===== src/hdl/mwt_pkg.sv =====
// ----------------------------------------------------------------------------
// mwt_pkg
// Shared constants, codes and types of the MAC whitelist table.
// ----------------------------------------------------------------------------
`default_nettype none

package mwt_pkg;

   localparam int MAX_ENTRIES = 16;
   localparam int IDX_W       = $clog2(MAX_ENTRIES);
   localparam int COUNT_W     = 5;
   localparam int MAC_W       = 48;
   localparam int FUNC_W      = 3;

   localparam logic [FUNC_W-1:0] FUNC_ADD    = 3'd0;
   localparam logic [FUNC_W-1:0] FUNC_REMOVE = 3'd1;
   localparam logic [FUNC_W-1:0] FUNC_LOOKUP = 3'd2;
   localparam logic [FUNC_W-1:0] FUNC_LIST   = 3'd3;
   localparam logic [FUNC_W-1:0] FUNC_CLEAR  = 3'd4;

   typedef enum logic [3:0] {
      ST_IDLE  = 4'b0001,
      ST_MATCH = 4'b0010,
      ST_APPLY = 4'b0100,
      ST_LIST  = 4'b1000
   } state_type;

   // broadcast from the sequencer to every cell
   typedef struct packed {
      logic               match;
      logic               append;
      logic               remove;
      logic               clear;
      logic               tap_load;
      logic               tap_shift;
      logic [MAC_W-1:0]   key;
      logic [COUNT_W-1:0] count;
   } cell_ctrl_type;

endpackage

`default_nettype wire


===== src/hdl/mwt_cell.sv =====
// ----------------------------------------------------------------------------
// mwt_cell
// One table slot: compare, append, clear, shift-down on remove, list tap shift.
// ----------------------------------------------------------------------------
`default_nettype none

module mwt_cell
   import mwt_pkg::*;
(
   input  wire logic               clock,
   input  wire logic               reset,
   input  wire logic [IDX_W-1:0]   cell_index,
   input  wire cell_ctrl_type      ctrl,
   input  wire logic [MAC_W-1:0]   next_slot_in,
   input  wire logic [MAC_W-1:0]   next_tap_in,
   input  wire logic               seen_in,
   output logic [MAC_W-1:0]        slot_out,
   output logic [MAC_W-1:0]        tap_out,
   output logic                    seen_out
);

   logic [MAC_W-1:0] slot_ff, slot_in;
   logic [MAC_W-1:0] tap_ff, tap_in;
   logic             hit_ff, hit_in;
   logic             occupied;

   assign occupied = COUNT_W'(cell_index) < ctrl.count;
   assign seen_out = seen_in | hit_ff;
   assign slot_out = slot_ff;
   assign tap_out  = tap_ff;

   always_comb begin
      hit_in  = hit_ff;
      slot_in = slot_ff;
      tap_in  = tap_ff;
      if (ctrl.match) begin
         hit_in = occupied && (slot_ff == ctrl.key);
      end
      if (ctrl.clear) begin
         slot_in = '0;
      end else if (ctrl.remove && seen_out) begin
         slot_in = next_slot_in;
      end else if (ctrl.append && (COUNT_W'(cell_index) == ctrl.count)) begin
         slot_in = ctrl.key;
      end
      if (ctrl.tap_load) begin
         tap_in = slot_ff;
      end else if (ctrl.tap_shift) begin
         tap_in = next_tap_in;
      end
   end

   always_ff @(posedge clock) begin
      if (reset) begin
         hit_ff  <= 1'b0;
         slot_ff <= '0;
      end else begin
         hit_ff  <= hit_in;
         slot_ff <= slot_in;
      end
      tap_ff <= tap_in;
   end

endmodule

`default_nettype wire


===== config.mk =====
export PLATFORM = sky130hd
export DESIGN_NAME = mwt_cell
export DESIGN_NICKNAME = d
export VERILOG_FILES = /design/src/hdl/mwt_pkg.sv /design/src/hdl/mwt_cell.sv
export SDC_FILE = /design/constraint.sdc
export NUM_CORES = 1
export LEC_CHECK = 0
export BUFFER_PORTS_ARGS = -buffer_cell sky130_fd_sc_hd__buf_2
export CAP_MARGIN = 10
export CORE_MARGIN = 5
export CORE_UTILIZATION = 45
export CTS_CLUSTER_SIZE = 10
export DETAILED_ROUTE_END_ITERATION = 6
export HOLD_SLACK_MARGIN = 0.15
export PLACE_DENSITY = 0.81
export SLEW_MARGIN = 40
export SYNTH_ARGS = -nofsm -noshare
export SYNTH_HDL_FRONTEND = slang
export SYNTH_SLANG_ARGS = --single-unit
export TNS_END_PERCENT = 1

===== constraint.sdc =====
create_clock -name clock -period 2.8 [get_ports clock]
set_input_delay 0.7 -clock clock [delete_from_list [all_inputs] [get_ports clock]]
set_output_delay 0.7 -clock clock [all_outputs]
set_load 0.05 [all_outputs]

Word-level counts from Yosys, hierarchy flattened
Cells that the tools add are included.
Cells by class
  order comparisons: 1
  eq/ne operators: 2
  multiplexer cells: 4
  bitwise operators: 1
  reductions and logical operators: 6
Operators with widths (number)
  2-to-1 mux 48 bit: 4
  == test 48 bit: 1
  == test 4 x 5 -> 1 bit: 1
  less-than comparator 4 x 5 -> 1 bit: 1
  nonzero test 2 bit: 2
  logical AND 1 bit: 3
  OR reduction 2 bit: 1
  bitwise OR 1 bit: 1
Storage, ports and cells
  flip-flop bits (word level): 97
  bits of input ports: 162
  output and inout port bits: 97
  logic and storage cells: 17

Logic depth before layout (Yosys ltp)
  depth in word-level cells: 4
  mapped depth: 9
  gate-level depth less buffers: 7

Least setup slack after synthesis
No wires, ideal clock.
  path kind: in2reg
  from: input ctrl[54] (netlist name)
  to: register tap_ff[0], in the netlist tap_out[0] (enable)
  setup time: 0.384 ns
  arrival time: 1.955 ns
  setup slack: 0.460 ns
  stages on the path: 3
  buffers on the path: 2
  cell sequence: buf_2 -> buf_1 -> or2_2
On the way
  cells in the longest elaborated chain, start to end: 1
RTL lines
  start, declared: RTL line mwt_cell.sv:13  | input wire cell_ctrl_type ctrl,
  nonzero test 2 bit (no source line)
  end signal, assigned: RTL line mwt_cell.sv:61  | tap_ff <= tap_in;
  end, declared: RTL line mwt_cell.sv:23  | logic [MAC_W-1:0] tap_ff, tap_in;
No other way between the ends.
A chain may end at the register's enable or synchronous reset.

Final worst setup path
  from: input ctrl[3] (netlist name)
  to: register slot_ff[25], in the netlist slot_out[25]
On the way
  cells in the longest elaborated chain, start to end: 3
RTL lines
  == test 4 x 5 -> 1 bit: RTL line mwt_cell.sv:43  | end else if (ctrl.append && (COUNT_W'(cell_index) == ctrl.count)) begin
  logical AND 1 bit: RTL line mwt_cell.sv:43
  nonzero test 2 bit (no source line)
  end signal, assigned: RTL line mwt_cell.sv:59  | slot_ff <= slot_in;
  end, declared: RTL line mwt_cell.sv:22  | logic [MAC_W-1:0] slot_ff, slot_in;
No other way between the ends.

==> impl_metrics.ini <==
[power_and_ir_drop]
leakagePower_nw = 2.80
power.density_mw_per_mm2 = 534
peakVddDrop_uv = 305

[cts]
clockRootBuffer = clkbuf_8
cts_resized = 0
clock_latency_ns = 0.36
clk_pin_slew_ns = 0.10
htreeDepth = 3
postCtsSetupBuffers = 0
cts_tree = yes
holdBufCountCts = 0
numCtsBuffers = 9
clock_sinks = 97
cts_buffer_depth = 2

[detailed_routing]
wirelength_mm = 15.1
dr_total_vias = 4109
drt_iter0_drc = 143
wl_per_cell_um = 19.1
ant_nets = 0
drc = 0
drt-pass1-iter-count = 4
via_per_inst = 5.19

[layout]
antennaDiodeCount = 0
drive_gt1_share_pct = 50.8
fin_util_pct = 62.2
final_area_mm2 = 0.00645
layout.nets = 817
area_growth_pct = 34.0

[sta]
setup-violations-final = 0
min_period_ns = 2.03
min_period_over_period_pct = 72.5
rsz0062_at_grt = no
fmax_ghz = 0.493
skew_ns = 0.0108
worst_pin_slew_ns = 0.591
hold_viol = 0
report.final.slew_viol_count = 0
tns_ns = 0
hold_ws_ns = 0.481
max-slew-margin-rel_pct = 60.6

[synth]
synth_compound_area_share_pct = 7.79
seq_area_frac_synth_pct = 50.3
synth_seq_cells = 97
synth.avg_cell_area_um2 = 12.0
ys_types = 25
synthFlopType = dfxtp_1
synthSimpleGateAreaFrac_pct = 7.22
synth_xor_area_share_pct = 8.73
synth.mux.area_fraction_pct = 21.2
synth-edff-count = 48
syn-num-nets = 568
synth-warning-count = 0
async_flop_share_pct = 0
synth_top_family_by_area = multiplexers
synthAdderAreaFrac_pct = 1.04
synthesis.area_mm2 = 0.00482
synthCells = 402

[setup_path]
cp_max_fo = 48
critical_path_required_ns = 3.05
critPathMaxStageDelay_ns = 0.31
slowest_stage = buf_12
worstRegToRegCells = 5
cp-start-kind = input port
arrival_ns = 2.28
critPathKind = in -> reg
crit_path_end_kind = flip-flop
path_cells = buf_2 > inv_1 > ha_1 > and4b_1 > and3_2 > buf_12 > mux2i_1 > a211oi_1

[global_routing]
grt_max_degree = 97
grtUsageTotal_pct = 23.0
grt_pass1_vias = 4422
grt_pass1_wl_mm = 23.2
antenna_found_initial = 0
gr-total-overflow = 0

[placed_design]
place.gp.congestion = 0.845
io_buffers = 258
placed_area_mm2 = 0.00622
dp_hpwl_mm = 11.8

[floorplanning]
io_pins = 259
fp.coreArea_mm2 = 0.0104
start_util_pct = 46.4
dieHeight_um = 113
die_w_um = 113
dieArea_mm2 = 0.0129
rows = 37

[hold_path]
hp-class = reg -> reg
hold_depth = 2

[job]
max_cap_violations = 0

[status]
status = finished clean
[final timing paths]
kind,from,slack (ns),endpoint
setup reg to reg,hit_ff,1.23,slot_out[25]
hold / removal,hit_ff,0.48,hit_ff
setup / recovery,ctrl[3],0.77,slot_out[25]
hold reg to reg,hit_ff,0.48,hit_ff
[metrics by stage]
step	power, mW	setup WS [ns]	cells
after detailed placement	2.46	0.402	776
final	3.44	0.770	792
after floorplan	2.17	0.460	402
after global routing	3.59	0.671	792
after global placement	2.44	0.483	776
after CTS	3.47	0.782	792
[cell usage after synthesis (2+ instances only)]
| cell type | count | share of area (%) |
|---|---|---|
| nor2_1 | 50 | 3.9 |
| dfxtp_1 | 49 | 20 |
| a211oi_1 | 48 | 7.5 |
| edfxtp_1 | 48 | 30 |
| mux2_2 | 48 | 11 |
| mux2i_1 | 48 | 10 |
| xnor2_1 | 46 | 8.4 |
| clkbuf_1 | 14 | 1.1 |
| nand4_1 | 13 | 1.7 |
| inv_1 | 5 | 0.39 |
| buf_1 | 4 | 0.31 |
| ha_1 | 4 | 1.0 |
| buf_12 | 3 | 1.2 |
| buf_4 | 3 | 0.47 |
| nand2_1 | 3 | 0.23 |
| nor4_1 | 3 | 0.39 |
| or2_2 | 3 | 0.39 |
| buf_2 | 2 | 0.21 |
| xor2_1 | 2 | 0.36 |
[metal layers]
layer	share of wire (%)	up-vias	GRT usage, %	wire [µm]
met1	39	1935	27.4	5910
met2	52	179	41.3	7860
met5	0	-	0	0
li1	-	1975	-	-
met4	1.7	0	7.45	253
met3	7.2	20	5.04	1080
[report_power, final]
group          total, mW  internal (mW)  switching, mW
logic              0.796          0.267          0.529
registers           1.63           1.58         0.0446
clock network       1.02          0.523          0.499
total               3.44           2.37           1.07
[critical path, delay by kind of cell]
family	cells	cell delay (ns)
adders and majority gates	1	0.29
buffers and inverters	3	0.42
muxes	1	0.14
AOI/OAI and AO/OA	1	0.29
and+or+nand+nor	2	0.42
[cell families (layout without fill, tap and decap cells)]
family          count (synthesis)  in the layout
mux                            96             96
buf+inv                        31            285
xor+xnor                       48             48
compound gates                 50             50
simple gates                   76             76
flops                          97             97
fa+ha+maj                       4              4
[cells in the final DEF (no fill, tap or decap), drive strengths merged, types with 3 or more instances in the layout]
cell / Yosys / routed
a211oi: 48 / 48
inv: 5 / 6
nor2: 50 / 50
or2: 3 / 3
ha: 4 / 4
edfxtp: 48 / 48
xnor2: 46 / 46
nand2: 3 / 3
nor4: 3 / 3
mux2i: 48 / 48
buf: 12 / 264
mux2: 48 / 48
dfxtp: 49 / 49
clkbuf: 14 / 11
nand4: 13 / 13
[area by class of cell]
cell class	count	area (µm²)
clock buffer	11	174
clock inverter	5	57.6
fill	838	3920
inverter	5	18.8
multi-input combinational	274	2230
sequential	97	2420
tap	136	170
timing repair buffer	264	1390
[registers in the layout, indices dropped and copies added, names as in the netlist]
register	count
slot_out	48
tap_out	48
hit_ff	1
No activity file was read; power rests on OpenSTA's default activity.
